File: config.mk
export PLATFORM = sky130hd
export DESIGN_NAME = buffer_pool_free_list_top
export DESIGN_NICKNAME = d
export VERILOG_FILES = /design/src/sv/bpfl_pkg.sv /design/src/sv/bpfl_ctrl.sv /design/src/sv/bpfl_dp.sv /design/src/sv/buffer_pool_free_list_top.sv
export SDC_FILE = /design/constraint.sdc
export NUM_CORES = 1
export LEC_CHECK = 0
export BUFFER_PORTS_ARGS = -buffer_cell sky130_fd_sc_hd__buf_2
export CORE_ASPECT_RATIO = 2
export CORE_MARGIN = 1
export CORE_UTILIZATION = 40
export DETAILED_ROUTE_END_ITERATION = 8
export SYNTH_ARGS = -nofsm -noshare
export SYNTH_HDL_FRONTEND = slang
export SYNTH_SLANG_ARGS = --single-unit
File: constraint.sdc
create_clock -name clk -period 3.35 [get_ports clk]
set_input_delay 0 -clock clk [delete_from_list [all_inputs] [get_ports clk]]
set_output_delay 0 -clock clk [all_outputs]
set_load 0.02 [all_outputs]
File: src/sv/bpfl_pkg.sv
package bpfl_pkg;

	// widths fixed by the ports
	localparam int IDX_W = 4;
	localparam int CMD_W = 2;
	localparam int ST_W  = 2;
	localparam int FC_W  = 5;

	localparam int NUM_BUFFERS_DEF = 16;
	localparam logic [FC_W-1:0] RESERVE_RESET = FC_W'(3);

	typedef enum logic [CMD_W-1:0] {
		CMD_GET     = 2'd0,
		CMD_GET_ISR = 2'd1,
		CMD_REL     = 2'd2,
		CMD_REL_ISR = 2'd3
	} cmd_t;

	typedef enum logic [ST_W-1:0] {
		ST_OK      = 2'd0,
		ST_EMPTY   = 2'd1,
		ST_RESERVE = 2'd2,
		ST_DOUBLE  = 2'd3
	} status_t;

	typedef enum logic [1:0] {
		S_IDLE = 2'b01,
		S_EXEC = 2'b10
	} state_t;

	// controller -> datapath
	typedef struct packed {
		logic load;
		logic exec;
	} ctrl_cmd_t;

endpackage

File: src/sv/bpfl_ctrl.sv
module bpfl_ctrl import bpfl_pkg::*; (
	input  logic      clk,
	input  logic      arst_n,
	input  logic      start,
	output logic      busy,
	output ctrl_cmd_t ctl
);

	state_t state_q;
	state_t state_d;

	always_comb begin
		state_d  = state_q;
		ctl.load = 1'b0;
		ctl.exec = 1'b0;
		case (state_q)
			S_IDLE: begin
				if (start) begin
					ctl.load = 1'b1;
					state_d  = S_EXEC;
				end
			end
			S_EXEC: begin
				ctl.exec = 1'b1;
				state_d  = S_IDLE;
			end
			default: begin
				state_d = S_IDLE;
			end
		endcase
	end

	always_ff @(posedge clk or negedge arst_n) begin
		if (!arst_n) begin
			state_q <= S_IDLE;
		end else begin
			state_q <= state_d;
		end
	end

	assign busy = (state_q == S_EXEC);

endmodule

File: src/sv/bpfl_dp.sv
module bpfl_dp import bpfl_pkg::*; #(
	parameter int NUM_BUFFERS = NUM_BUFFERS_DEF
) (
	input  logic             clk,
	input  logic             arst_n,
	input  ctrl_cmd_t        ctl,
	input  logic [CMD_W-1:0] cmd,
	input  logic [IDX_W-1:0] buffer_index,
	input  logic             cfg_we,
	input  logic [FC_W-1:0]  cfg_wdata,
	output logic             done,
	output logic [IDX_W-1:0] granted_index,
	output logic [ST_W-1:0]  status,
	output logic [FC_W-1:0]  free_count
);

	localparam int PW = $clog2(NUM_BUFFERS);
	localparam int CW = $clog2(NUM_BUFFERS + 1);
	localparam logic [PW-1:0]    LAST_PTR = PW'(NUM_BUFFERS - 1);
	localparam logic [IDX_W:0]   NB_EXT   = (IDX_W + 1)'(NUM_BUFFERS);

	logic [CMD_W-1:0] cmd_q;
	logic [IDX_W-1:0] idx_q;
	logic [IDX_W-1:0] ring_q [NUM_BUFFERS];
	logic             free_q [NUM_BUFFERS];
	logic [PW-1:0]    head_q;
	logic [PW-1:0]    tail_q;
	logic [CW-1:0]    total_q;
	logic [FC_W-1:0]  reserve_q;

	logic             done_q;
	logic [IDX_W-1:0] granted_q;
	logic [ST_W-1:0]  status_q;
	logic [FC_W-1:0]  count_q;

	logic             is_get;
	logic             do_get;
	logic             do_rel;
	logic             idx_ok;
	logic [IDX_W-1:0] head_word;
	logic             head_ok;
	logic [CW-1:0]    total_d;
	logic [ST_W-1:0]  status_d;
	logic [IDX_W-1:0] granted_d;

	always_comb begin
		is_get    = (cmd_q == CMD_GET) || (cmd_q == CMD_GET_ISR);
		head_word = ring_q[head_q];
		head_ok   = {1'b0, head_word} < NB_EXT;
		idx_ok    = {1'b0, idx_q} < NB_EXT;
		do_get    = 1'b0;
		do_rel    = 1'b0;
		status_d  = ST_OK;
		granted_d = '0;
		total_d   = total_q;
		if (is_get) begin
			if (total_q == '0) begin
				status_d = ST_EMPTY;
			end else if ((cmd_q == CMD_GET_ISR) && (FC_W'(total_q) <= reserve_q)) begin
				status_d = ST_RESERVE;
			end else begin
				do_get    = 1'b1;
				granted_d = head_word;
				total_d   = total_q - CW'(1);
			end
		end else begin
			// out-of-pool index is rejected like a second release
			if (!idx_ok || free_q[idx_q[PW-1:0]]) begin
				status_d = ST_DOUBLE;
			end else begin
				do_rel  = 1'b1;
				total_d = total_q + CW'(1);
			end
		end
	end

	always_ff @(posedge clk) begin
		if (ctl.load) begin
			cmd_q <= cmd;
			idx_q <= buffer_index;
		end
		if (ctl.exec) begin
			granted_q <= granted_d;
			status_q  <= status_d;
			count_q   <= FC_W'(total_d);
		end
	end

	always_ff @(posedge clk or negedge arst_n) begin
		if (!arst_n) begin
			for (int i = 0; i < NUM_BUFFERS; i++) begin
				ring_q[i] <= IDX_W'(i);
				free_q[i] <= 1'b1;
			end
			head_q    <= '0;
			tail_q    <= '0;
			total_q   <= CW'(NUM_BUFFERS);
			reserve_q <= RESERVE_RESET;
			done_q    <= 1'b0;
		end else begin
			done_q <= ctl.exec;
			if (cfg_we) begin
				reserve_q <= cfg_wdata;
			end
			if (ctl.exec) begin
				total_q <= total_d;
				if (do_get) begin
					if (head_ok) begin
						free_q[head_word[PW-1:0]] <= 1'b0;
					end
					head_q <= (head_q == LAST_PTR) ? '0 : head_q + PW'(1);
				end
				if (do_rel) begin
					ring_q[tail_q]        <= idx_q;
					free_q[idx_q[PW-1:0]] <= 1'b1;
					tail_q <= (tail_q == LAST_PTR) ? '0 : tail_q + PW'(1);
				end
			end
		end
	end

	assign done          = done_q;
	assign granted_index = granted_q;
	assign status        = status_q;
	assign free_count    = count_q;

endmodule

File: src/sv/buffer_pool_free_list_top.sv
// Channel   Handshake        Payload
// input     start / busy     cmd, buffer_index
// result    done (1 cycle)   granted_index, status, free_count
// config    cfg_we           cfg_wdata (isr_reserve)
//
// Each word goes through a capture step and then a ring/count update step.
// busy is high during the update cycle; the result is shown with done in the
// cycle after it, while a new word may already be taken.
// Reset leaves all buffers free, ring in index order, isr_reserve = 3.
// No stall on the result side: done lasts exactly one cycle.
module buffer_pool_free_list_top import bpfl_pkg::*; #(
	parameter int NUM_BUFFERS = NUM_BUFFERS_DEF
) (
	input  logic             clk,
	input  logic             arst_n,
	input  logic             start,
	output logic             busy,
	input  logic [CMD_W-1:0] cmd,
	input  logic [IDX_W-1:0] buffer_index,
	input  logic             cfg_we,
	input  logic [FC_W-1:0]  cfg_wdata,
	output logic             done,
	output logic [IDX_W-1:0] granted_index,
	output logic [ST_W-1:0]  status,
	output logic [FC_W-1:0]  free_count
);

	ctrl_cmd_t ctl;

	bpfl_ctrl u_ctrl (
		.clk    (clk),
		.arst_n (arst_n),
		.start  (start),
		.busy   (busy),
		.ctl    (ctl)
	);

	bpfl_dp #(
		.NUM_BUFFERS (NUM_BUFFERS)
	) u_dp (
		.clk           (clk),
		.arst_n        (arst_n),
		.ctl           (ctl),
		.cmd           (cmd),
		.buffer_index  (buffer_index),
		.cfg_we        (cfg_we),
		.cfg_wdata     (cfg_wdata),
		.done          (done),
		.granted_index (granted_index),
		.status        (status),
		.free_count    (free_count)
	);

endmodule

# After elaboration in Yosys (flattened, before gate mapping)
# Index checks and enable logic that the tools add are counted.
[word_totals]
out_inout_bits = 13
word_cells = 115
regBits = 118
inputBits = 15
[op_classes]
n_bitwise = 8
addsub = 4
n_reduce_logical = 10
eq_ne = 6
order_cmp = 8
mux = 36
[ops]
columns = ["op", "count"]
rows = [
  ["$bwmux W64", 1],
  ["$mux W16", 3],
  ["$ge A5 B5 Y1 const B", 4],
  ["$mux W4", 5],
  ["$mux W5", 4],
  ["$not A4 Y5", 4],
  ["$and A16 B16 Y16", 1],
  ["$bmux W4 S4", 1],
  ["$demux W4 S4", 1],
  ["$not A16 Y16", 1],
  ["$or A16 B16 Y16", 1],
  ["$lt A5 B1 Y1 const B", 3],
  ["$mux W1", 12],
  ["$mux W2", 6],
  ["$add A4 B1 Y4 const B", 2],
  ["$demux W1 S4", 2],
  ["$eq A4 B4 Y1 const B", 2],
  ["$add A5 B1 Y5 const B", 1],
  ["$le A5 B5 Y1", 1],
  ["$logic_not A5 Y1", 1],
  ["$sub A5 B1 Y5 const B", 1],
  ["$bmux W1 S4", 1],
  ["$eq A2 B1 Y1 const B", 2],
  ["$logic_and A1 B1 Y1", 4],
  ["other kinds (7)", 8],
]

# Depth between registers and ports, before layout
# Gate-level depths: netlist of the first run.
[depth]
depth_word = 15
depth_mapped = 9
mapped_depth_nobuf = 8

# By module
# A second synthesis of the first run with hierarchy kept.
[unflattened]
hier_cells = 477
hier_area_um2 = 5993.2
[modules_own_cells]
columns = ["mod", "seq_area_each_um2", "area_per_inst_um2", "cells_per_inst", "n_inst"]
rows = [
  ["bpfl_dp", 3051.7, 5903.2, 470, 1],
  ["bpfl_ctrl", 51.3, 90.1, 7, 1],
]

# Worst setup path before layout of the first run
# No wires, ideal clock.
[synth_timing]
path_type = "reg-to-reg"
start = "register u_ctrl.state_q[0]"
end = "register u_dp.ring_q[12] (netlist bit)"
path_stages_with_launch = 8
period_less_slack_ns = 2.692
setup_time_ns = 0.125
required_time_ns = 3.225
path_buffers = 2
arrival_ns = 2.567
setup_slack_ns = 0.658
path_cell_list = "dfstp_2 nand2b_1 clkbuf_1 clkinv_1 and2_1 buf_1 nand4_4 mux2_2"
[synth_between]
elab_chain_len = 3
[synth_rtl]
columns = ["element", "line_no", "source"]
rows = [
  ["start, declared", "bpfl_ctrl.sv:9", "state_t state_q;"],
  ["start signal, assigned", "bpfl_ctrl.sv:37", "state_q <= state_d;"],
  ["$eq A2 B2 Y1", "--", ""],
  ["net busy", "buffer_pool_free_list_top.sv:17", "output logic busy,"],
  ["$mux W1", "bpfl_ctrl.sv:16", "case (state_q)"],
  ["$reduce_and A2 Y1 (no line)", "--", ""],
  ["end signal, assigned by index", "bpfl_dp.sv:92", "ring_q[i] <= IDX_W'(i);"],
  ["end signal, assigned by index", "bpfl_dp.sv:114", "ring_q[tail_q] <= idx_q;"],
  ["end, declared", "bpfl_dp.sv:24", "logic [IDX_W-1:0] ring_q [NUM_BUFFERS];"],
]
# The timed path passes the listed nets, and every way through them passes these cells.
# A chain may end at the register's enable or synchronous reset.

# Worst setup path after layout of the first run
[layout_timing]
start = "register u_dp.idx_q[1]"
end = "register u_dp.ring_q[63] (netlist bit)"
[layout_between]
elab_chain_len = 7
[layout_rtl]
columns = ["element", "line_no", "source"]
rows = [
  ["start, declared", "bpfl_dp.sv:23", "logic [IDX_W-1:0] idx_q;"],
  ["start signal, assigned", "bpfl_dp.sv:80", "idx_q <= buffer_index;"],
  ["$not A4 Y5 (implied by the code)", "bpfl_dp.sv:68", "if (!idx_ok || free_q[idx_q[PW-1:0]]) begin"],
  ["$bmux W1 S4", "bpfl_dp.sv:68", ""],
  ["$mux W1 (implied by the code) (2 in a row)", "bpfl_dp.sv:68", ""],
  ["$mux W1", "bpfl_dp.sv:68", ""],
  ["$mux W1", "bpfl_dp.sv:56", "if (is_get) begin"],
  ["$reduce_and A2 Y1 (no line)", "--", ""],
]
# Every way passes these cells. The select of a mux whose other input is x is not followed.

==> flow_summary.toml, run 1 <==
[critical_path]
crit_top_cell = "buf_4"
worst-endpoint-arrival_ns = 3.04
crit_buf_inv = 2
worstPathCellList = "buf_4 -> mux2i_1 -> nand3b_1 -> a41oi_1 -> or2_1 -> buf_4 -> nand4_1 -> mux2_2"
end_kind = "flop"
slowest_delay_ns = 0.48
crit_family = "multiplexers"
cp_slowest_cell = "edfxtp_1"
crit_type = "flop to flop"
start_kind = "flop"
cp_max_fo = 25
crit_required_ns = 3.65

[placement]
dp_cells = 675
io_buffers = 27
place_hpwl_mm = 10.7
place.gp.congestion = 0.865

[timing]
tightest_slew_ns = 0.923
max_freq_mhz = 364
hold_violations = 0
rsz0062_at_grt = "false"
fin_crit_ns = 2.74
finClkSkew_ns = 0.00746
slew-limit-headroom_pct = 37.6
slew_violations = 0
period_share_pct = 81.9
setup_violations = 0
fin_tns_setup_ns = 0

[yosys]
synth-seq-cells = 118
synth_cells = 461
syn_area_um2 = 5990
yosys_most_used_dff = "dfstp_2"
synth_edf_count = 17
ys_async_sr_fraction_pct = 85.6
synthDistinctLibCells = 53
avgSynthCellArea_um2 = 13.0
synth.net_count = 488
yosysWarnings = 0
seq_area_frac_synth_pct = 51.8

[floorplanning]
start_util_pct = 40.7
placementRows = 63
die_w_um = 88.5
die_area_um2 = 15500
core_um2 = 14700
io_pins = 28
die_h_um = 175

[cells_and_area]
final_common_cell = "mux2_2"
antenna_cells = 0
seq_area_um2 = 3100
fin_nets = 548
drive_gt1_share_pct = 42.5
nFillCells = 1270
fin_cells = 729
multi_input_area_um2 = 2700
final_cell_mix = "65 x mux2_2, 52 x dfstp_2, 49 x dfrtp_1"
fin_util_pct = 49.2
area_growth_pct = 20.9

[status]
status = "finished, final reports clean"

[cts]
cts_tree = "done"
cts_buffers = 17
clock_path_buffers = 2
ctsResizeCount = 0
clk_latency_ns = 0.42
clock_sinks = 118
htreeDepth = 4
cts.clk_slew.worst_paths_ns = 0.06
cts_setup_buffers = 0
root_buffer = "clkbuf_16"

[flow_run]
drv_cap = 0

[global_route]
gr-total-overflow = 0
grt_pass1_vias = 4386
antenna_found_initial = 0
grt_pass1_wl_mm = 23.5
track_usage_pct = 20.9
grt_max_degree = 73

[drt]
drt_iter0_markers = 135
routed_wl_mm = 14.7
vias = 4033
routedWlPerCell_um = 20.2
post-route-drc-count = 0
vias_per_cell = 5.53
postRouteAntennaNets = 0
first_pass_iters = 4

[power_and_ir_drop]
leakage_nw = 3.03
power.density_nw_per_um2 = 674
peakVddDrop_v = 0.000275

[hold_path]
hp-class = "input port to async pin"
==> layout make-up <==
class | count | share of cell area (%)
Sequential cell | 118 | 42.8
Multi-Input combinational cell | 304 | 37.2
Timing Repair Buffer | 67 | 6.98
Clock buffer | 17 | 5.87
Tap cell | 195 | 3.37
Clock inverter | 15 | 3.11
Inverter | 13 | 0.673
==> timing repair <==
action                                  CTS  global route
hold endpoints to repair                 43             0
hold buffers                             22             0
endpoints found under the setup margin    0             0
==> flip-flops by register name, indices dropped and copies added, names as in the netlist <==
signal,cells
u_dp.total_q,5
u_dp.reserve_q,5
u_dp.ring_q,64
u_dp.head_q,4
u_dp.free_q,16
u_dp.done,1
u_dp.idx_q,4
u_dp.granted_index,4
u_dp.free_count,5
u_dp.cmd_q,2
u_dp.tail_q,4
u_dp.status,2
u_ctrl.state_q,2
==> path summary, 6_finish.rpt <==
path | start | end | cells after the start | slack, ns
min in group clk | buffer_index[2] | u_dp.idx_q[2]$_DFFE_PP_ | 2 | 0.29
max in group asynchronous | arst_n | u_dp.free_q[13]$_DFFE_PN1P_ | 3 | 2.23
worst max-delay path | u_dp.idx_q[1]$_DFFE_PP_ | u_dp.ring_q[63]$_DFFE_PN0P_ | 8 | 0.61
worst min-delay path | arst_n | u_dp.reserve_q[4]$_DFFE_PN0P_ | 2 | 0.23
worst max register to register | u_dp.idx_q[1]$_DFFE_PP_ | u_dp.ring_q[63]$_DFFE_PN0P_ | 8 | 0.61
worst min register to register | u_dp.ring_q[43]$_DFFE_PN0P_ | u_dp.ring_q[43]$_DFFE_PN0P_ | 1 | 0.50
==> logic make-up (layout without fill, tap and decap cells) <==
family	after synthesis	after routing	synth area share, %
buf+inv	39	112	3.24
xor+xnor	7	7	1.02
mux	91	91	20.7
simple gates	114	114	12.3
fa+ha+maj	12	12	2.51
compound gates	80	80	8.39
flops	118	118	51.8
==> power by group <==
group / total, mW / internal, mW / switching [mW] / leakage (nW)
clock network: 2.01 / 1.32 / 0.688 / 0.319
registers: 1.79 / 1.64 / 0.145 / 1.35
logic: 1.08 / 0.472 / 0.612 / 1.36
total: 4.88 / 3.44 / 1.45 / 3.03
==> through the flow <==
| step | cell area [µm²] | setup slack, ns | power [mW] | hold slack (ns) |
|---|---|---|---|---|
| 3_5_place_dp | 6380 | 0.646 | 2.87 | 0.178 |
| 2_1_floorplan | 5990 | 0.658 | 2.51 | -0.296 |
| 4_1_cts | 7250 | 0.618 | 4.92 | 0.283 |
| 3_3_place_gp | 6380 | 0.691 | 2.85 | 0.181 |
| 6_report | 7250 | 0.606 | 4.88 | 0.229 |
| 5_1_grt | 7250 | 0.417 | 5.10 | 0.310 |
==> per-layer routing <==
| layer | up-vias | wire (µm) | global-route usage (%) |
|---|---|---|---|
| met3 | 38 | 371 | 3.83 |
| met5 | - | 0 | 0 |
| met2 | 99 | 8530 | 39.4 |
| met4 | 0 | 668 | 12.4 |
| li1 | 1860 | - | - |
| met1 | 2036 | 5160 | 20.1 |
==> synth_stat cells, types with 2 or more instances <==
master	n	area (µm²)
nand4_1	12	75.1
nand3b_1	5	37.5
or3b_2	2	17.5
nor4b_1	2	17.5
nor2_1	15	56.3
o21ai_0	41	205
a21o_1	2	15.0
nand2_1	25	93.8
mux2i_1	6	60.1
dfstp_2	52	1370
nor3_1	3	15.0
a41oi_1	2	17.5
nand2b_1	4	25.0
a21oi_1	6	30.0
o21ai_1	2	10.0
or4_1	2	15.0
buf_1	2	7.51
a31oi_1	2	12.5
inv_1	12	45.0
mux4_2	20	450
dfrtp_1	49	1230
clkbuf_1	17	63.8
buf_6	3	33.8
o2111ai_1	2	17.5
o211ai_1	5	37.5
nor2b_1	5	31.3
nand3_1	13	65.1
ha_1	12	150
or2_2	2	12.5
a221oi_1	3	26.3
mux2_2	65	732
or3_1	4	25.0
and2_1	6	37.5
buf_4	2	15.0
xnor2_1	7	61.3
edfxtp_1	17	510
nand4_4	8	170
and3_1	3	18.8
a22o_1	7	61.3
No activity file was read; power rests on OpenSTA's default activity.
==> run 2: changes to the inputs <==
- ABC_AREA: unset -> 1
- clock period: 3.35 -> 2.65 ns (I/O delays scaled with it)
==> run 2 against run 1 <==
Effect of this change: final cell count is 48% higher; largest cell class unchanged; combinational power is 79% higher; flip-flop and latch count stayed put; wire length rose by 24%; via count rose by 41%; register-to-register slack got worse by 0.34 ns.
==> flow_summary.toml, run 2 <==
[status]
status = "finished, final reports clean"

[timing]
fin_tns_setup_ns = 0
slew-limit-headroom_pct = 48.5
finClkSkew_ns = 0.00768
fin_crit_ns = 2.38
max_freq_mhz = 420
hold_violations = 0
period_share_pct = 89.8
setup_violations = 0
slew_violations = 0
tightest_slew_ns = 0.772
rsz0062_at_grt = "false"

[cells_and_area]
final_common_cell = "nand2_1"
regMostFlops = "u_dp.ring_q"
nFillCells = 1555
multi_input_area_um2 = 2760
reg_top3 = "u_dp.ring_q: 64 flops, u_dp.free_q: 16 flops"
largest_reg_flops = 64
postLayoutCellArea_um2 = 7540
area_growth_pct = 19.4
final_cell_mix = "356 x nand2_1, 62 x nand4_1, 57 x nor2_1, 57 x nand3_1, 52 x dfstp_2"
drive_gt1_share_pct = 16.5
seq_area_um2 = 3100
antenna_cells = 0
fin_nets = 898

[yosys]
yosysMostFrequentCell = "nand2_1"
synth_top_area_cell = "dfstp_2"
synth-seq-cells = 118
synth.net_count = 852
muxShareOfSynthArea_pct = 0.178
synth_adder_area_share_pct = 2.38
avgSynthCellArea_um2 = 7.65
syn_area_um2 = 6310
yosysWarnings = 0
ys_async_sr_fraction_pct = 85.6
synth_compound_area_share_pct = 3.83
synth.area.top_cells = "dfstp_2 22%, nand2_1 21%, dfrtp_1 19%, edfxtp_1 8.1%, nand4_1 6.1%"
synthDistinctLibCells = 27
synth_edf_count = 17
yosys.area_share.simple_pct = 36.5
synth_top_family_by_area = "simple AND/OR/NAND/NOR gates"
synth_cells = 825
yosys_most_used_dff = "dfstp_2"
synth_common_cells = "357 x nand2_1, 62 x nand4_1, 58 x nor2_1"
synthXorXnorAreaFrac_pct = 0.833
seq_area_frac_synth_pct = 49.2
yosysTopAreaCellShare_pct = 21.6

[global_route]
grt_max_degree = 38
antenna_found_initial = 0
grt_pass1_vias = 5955
track_usage_pct = 23.9
gr-total-overflow = 0
grt_pass1_wl_mm = 29.7

[floorplanning]
placementRows = 64
die_h_um = 180
start_util_pct = 41.1
io_pins = 28
die_area_um2 = 16300
die_w_um = 90.8
core_um2 = 15400

[flow_run]
drv_cap = 0

[drt]
routed_wl_mm = 18.3
vias = 5698
routedWlPerCell_um = 16.9
post-route-drc-count = 0
first_pass_iters = 5
vias_per_cell = 5.27
drt_iter0_markers = 318
postRouteAntennaNets = 0

[critical_path]
crit_type = "flop to flop"
cp_max_fo = 30
rr_startpoint = "u_dp.idx_q[0]$_DFFE_PP_"
start_kind = "flop"
crit_required_ns = 2.96
startpoint = "u_dp.idx_q[0]$_DFFE_PP_"
end_kind = "flop"
worst-endpoint-arrival_ns = 2.69

[cts]
clock_path_buffers = 2
clk_latency_ns = 0.43
cts.clk_slew.worst_paths_ns = 0.06
cts_buffers = 17
cts_tree = "done"
htreeDepth = 4
root_buffer = "clkbuf_16"
cts_setup_buffers = 0
clock_sinks = 118

[power_and_ir_drop]
power.density_nw_per_um2 = 901
total_power_mw = 6.80
leakage_nw = 3.64
peakVddDrop_v = 0.000413

[placement]
place_hpwl_mm = 13.2
place_area_um2 = 6670
io_buffers = 27
place.gp.congestion = 0.909

[hold_path]
hp-class = "input port to async pin"
[run 2: area by class of cell]
class / count / share of cell area [%]
multi-input cells: 607 / 36.6
inverters: 54 / 2.69
flip-flops and latches: 118 / 41.2
repair buffers: 73 / 7.63
clock buffers: 20 / 6.34
clock inverters: 12 / 2.26
well taps: 198 / 3.29
[run 2: path summary, 6_finish.rpt]
| check | end | depth (start not counted) | slack [ns] |
|---|---|---|---|
| min in group clk | u_dp.idx_q[2]$_DFFE_PP_ | 2 | 0.29 |
| max reg2reg | u_dp.ring_q[54]$_DFFE_PN0P_ | 14 | 0.27 |
| min reg2reg | u_dp.ring_q[34]$_DFFE_PN1P_ | 2 | 0.46 |
| max | u_dp.ring_q[54]$_DFFE_PN0P_ | 14 | 0.27 |
| max in group asynchronous | u_dp.free_q[3]$_DFFE_PN1P_ | 3 | 1.79 |
| min | u_dp.tail_q[0]$_DFFE_PN0P_ | 2 | 0.09 |
[run 2: stage by stage]
stage | util [%] | instances | hold WS (ns) | setup slack [ns]
2_1_floorplan | - | 825 | -0.296 | 0.650
3_3_place_gp | 43.4 | 1028 | 0.00897 | 0.218
3_5_place_dp | 43.4 | 1028 | 0.00225 | 0.216
4_1_cts | 49.0 | 1082 | 0.0912 | 0.202
5_1_grt | 49.0 | 1082 | 0.151 | 0.0623
6_report | 49.0 | 1082 | 0.0909 | 0.270
[run 2: cells by family after synthesis]
group	after synthesis
AND/OR/NAND/NOR	542
AO/OA/AOI/OAI	46
buffers and inverters	100
multiplexers	1
adder cells (fa/ha/maj)	12
flip-flops	118
XOR/XNOR	6
[run 2: routing by layer]
metal  vias up  global-route usage, %  share of wire [%]
met2       161                   45.2                 57
met1      2710                   22.5                 34
met3        69                   3.81                3.4
met5         -                      0                  0
li1       2758                      -                  -
met4         0                   17.3                6.0
[run 2: critical path, cell delays in order (launching register included)]
cell      delay [ns]
edfxtp_1        0.44
buf_12          0.20
nand2_1         0.06
nand2_1         0.05
nand2_1         0.07
nand2_1         0.06
nand2_1         0.05
nand2_1         0.13
nor2_4          0.23
nand2_4         0.09
nor2_4          0.14
buf_4           0.32
nand3_1         0.22
nand2_1         0.14
nand2_1         0.05
[run 2: what timing repair did]
item,4_1_cts,5_1_grt
hold endpoints to repair,46,0
endpoints found under the setup margin,0,3
hold buffers,22,0
gates resized for setup,0,1
[run 2: report_power, final]
part,switching (mW),internal (mW),total [mW],leakage [nW]
Combinational,1.35,0.575,1.93,1.96
Clock,0.854,1.67,2.53,0.326
Sequential,0.207,2.14,2.34,1.36
Total,2.41,4.39,6.80,3.64
==> run 3: changes to the inputs <==
- RECOVER_POWER: unset -> 50
==> run 3 against run 2 <==
Effect of this change: the flow now finishes with violations (capacitance limit, slew limit); total power about the same; sequential share of layout area rose by 0.14 points; via count increased by 0.16%; clock skew shrank 0.00076 ns; non-clock buffer count unchanged; die area is the same.
==> flow_summary.toml, run 3 (synthesized netlist as in run 2, its figures left out) <==
[status]
violations = "capacitance limit, slew limit"
status = "finished, violations left"

[power_and_ir_drop]
power_frac_clock_pct = 37.2
power.switching_mw = 2.41
power.density_nw_per_um2 = 904
peakVddDrop_v = 0.000414
comb_power_share_pct = 28.3
swShare_pct = 35.5
p_int_mw = 4.38
leakage_nw = 3.60
seq_power_share_pct = 34.5

[floorplanning]
placementRows = 64
die_h_um = 180
start_util_pct = 41.1
die_area_um2 = 16300
die_w_um = 90.8
core_um2 = 15400
io_pins = 28

[timing]
fin_crit_ns = 2.39
max_freq_mhz = 419
period_share_pct = 90.0
fin_tns_setup_ns = 0
setup_violations = 0
rsz0062_at_grt = "false"
finClkSkew_ns = 0.00693
slew-limit-headroom_pct = -42.7
slew_violations = 37
tightest_slew_ns = 2.14
hold_violations = 0

[cells_and_area]
final_cell_mix = "356 x nand2_1, 62 x nand4_1, 58 x nor2_1"
fin_nets = 898
area_growth_pct = 19.0
final_common_cell = "nand2_1"
antenna_cells = 0
drive_gt1_share_pct = 14.7
fin_cells = 1082
largest_reg_flops = 64
regMostFlops = "u_dp.ring_q"
reg_top3 = "u_dp.ring_q: 64 flops, u_dp.free_q: 16 flops"

[critical_path]
crit_required_ns = 3.01
worstPathCellList = "ha_1 -> nand2_1 -> nor2_1 -> nand2_1 -> nand3_1 -> nand2_1 -> nand2_1 -> nand2_2 -> inv_1 -> nand2_1 -> nor2_1 -> nand2_1 -> nand2_1 -> nand2_1"
r2r-end = "u_dp.free_q[14]$_DFFE_PN1P_"
slowest_delay_ns = 0.49
crit_type = "flop to flop"
rr_startpoint = "u_dp.total_q[2]$_DFFE_PN0P_"
cp_slowest_cell = "dfrtp_1"
crit_top_cell = "nand2_1"
cp_max_fo = 9
worst-endpoint-arrival_ns = 2.74
start_kind = "flop"
crit_path_end = "u_dp.free_q[14]$_DFFE_PN1P_"
worst-r2r-cell-count = 14
startpoint = "u_dp.total_q[2]$_DFFE_PN0P_"
end_kind = "flop"
r2r_slack_ns = 0.26

[cts]
clock_path_buffers = 2
root_buffer = "clkbuf_16"
cts.clk_slew.worst_paths_ns = 0.05
clock_sinks = 118
htreeDepth = 4
clk_latency_ns = 0.43
cts_buffers = 17
cts_tree = "done"

[placement]
place.gp.congestion = 0.909
io_buffers = 27
place_hpwl_mm = 13.2
dp_cells = 1028

[drt]
first_pass_iters = 5
vias_per_cell = 5.27
routed_wl_mm = 18.3
vias = 5707
post-route-drc-count = 0
drt_iter0_markers = 288
postRouteAntennaNets = 0
routedWlPerCell_um = 17.0

[global_route]
grt_pass1_wl_mm = 29.7
antenna_found_initial = 0
track_usage_pct = 23.9
gr-total-overflow = 0
grt_max_degree = 38
grt_pass1_vias = 5955

[hold_path]
hp-class = "input port to flop"

[flow_run]
drv_cap = 1
[run 3: stage by stage]
| step | instance area (µm²) | hold WS, ns | power (mW) | setup WS, ns | util, % |
|---|---|---|---|---|---|
| final | 7510 | 0.287 | 6.79 | 0.264 | 48.9 |
| after global routing | 7510 | 0.284 | 7.17 | 0.0624 | 48.9 |
| after CTS | 7540 | 0.0912 | 6.81 | 0.202 | 49.0 |
| after detailed placement | 6670 | 0.00225 | 4.24 | 0.216 | 43.4 |
| after global placement | 6670 | 0.00897 | 4.22 | 0.218 | 43.4 |
| after floorplan | 6310 | -0.296 | 3.61 | 0.650 | - |
[run 3: per-layer routing]
| layer | wire length, µm | vias to the layer above | share of wire, % | track usage [%] |
|---|---|---|---|---|
| met1 | 6280 | 2720 | 34 | 22.5 |
| met4 | 1130 | 0 | 6.1 | 17.3 |
| met2 | 10300 | 158 | 56 | 45.2 |
| met5 | 0 | - | 0 | 0 |
| li1 | - | 2759 | - | - |
| met3 | 614 | 70 | 3.3 | 3.81 |
[run 3: cell type report]
| class | count | area (µm²) |
|---|---|---|
| clock buffer | 20 | 478 |
| clock inverter | 12 | 170 |
| fill | 1556 | 7860 |
| inverter | 54 | 203 |
| multi-input combinational | 607 | 2760 |
| sequential | 118 | 3100 |
| tap | 198 | 248 |
| timing repair buffer | 73 | 553 |
[run 3: worst min path at each step]
stage               startpoint                             to  slack [ns]  cells past startpoint
6_report       buffer_index[2]        u_dp.idx_q[2]$_DFFE_PP_        0.29                      2
5_1_grt        buffer_index[2]        u_dp.idx_q[2]$_DFFE_PP_        0.28                      2
4_1_cts                 arst_n     u_dp.tail_q[3]$_DFFE_PN0P_        0.09                      2
3_5_place_dp            arst_n     u_dp.tail_q[0]$_DFFE_PN0P_       0.002                      1
3_3_place_gp            arst_n     u_dp.tail_q[0]$_DFFE_PN0P_       0.009                      1
2_1_floorplan           arst_n  u_ctrl.state_q[1]$_DFFE_PN0P_       -0.30                      0
[run 3: repair_timing]
action | 4_1_cts | 5_1_grt
resized for setup | 0 | 1
setup buffers | 0 | 0
endpoints found under the setup margin | 0 | 3
hold endpoints to repair | 46 | 0
hold buffers | 22 | 0
[run 3: worst max-delay path: cells and delay by family (launching register included)]
family	cells	cell delay [ns]
flip-flops	1	0.49
adder cells (fa/ha/maj)	1	0.37
AND/OR/NAND/NOR	12	1.33
buffers and inverters	1	0.13
[run 3: power by group through the flow]
stage / combinational (mW) / sequential (mW) / clock [mW]
2_1_floorplan: 1.32 / 2.29 / 0
3_3_place_gp: 1.85 / 2.37 / 0
3_5_place_dp: 1.87 / 2.37 / 0
4_1_cts: 1.91 / 2.34 / 2.56
5_1_grt: 2.16 / 2.37 / 2.64
6_report: 1.92 / 2.35 / 2.53
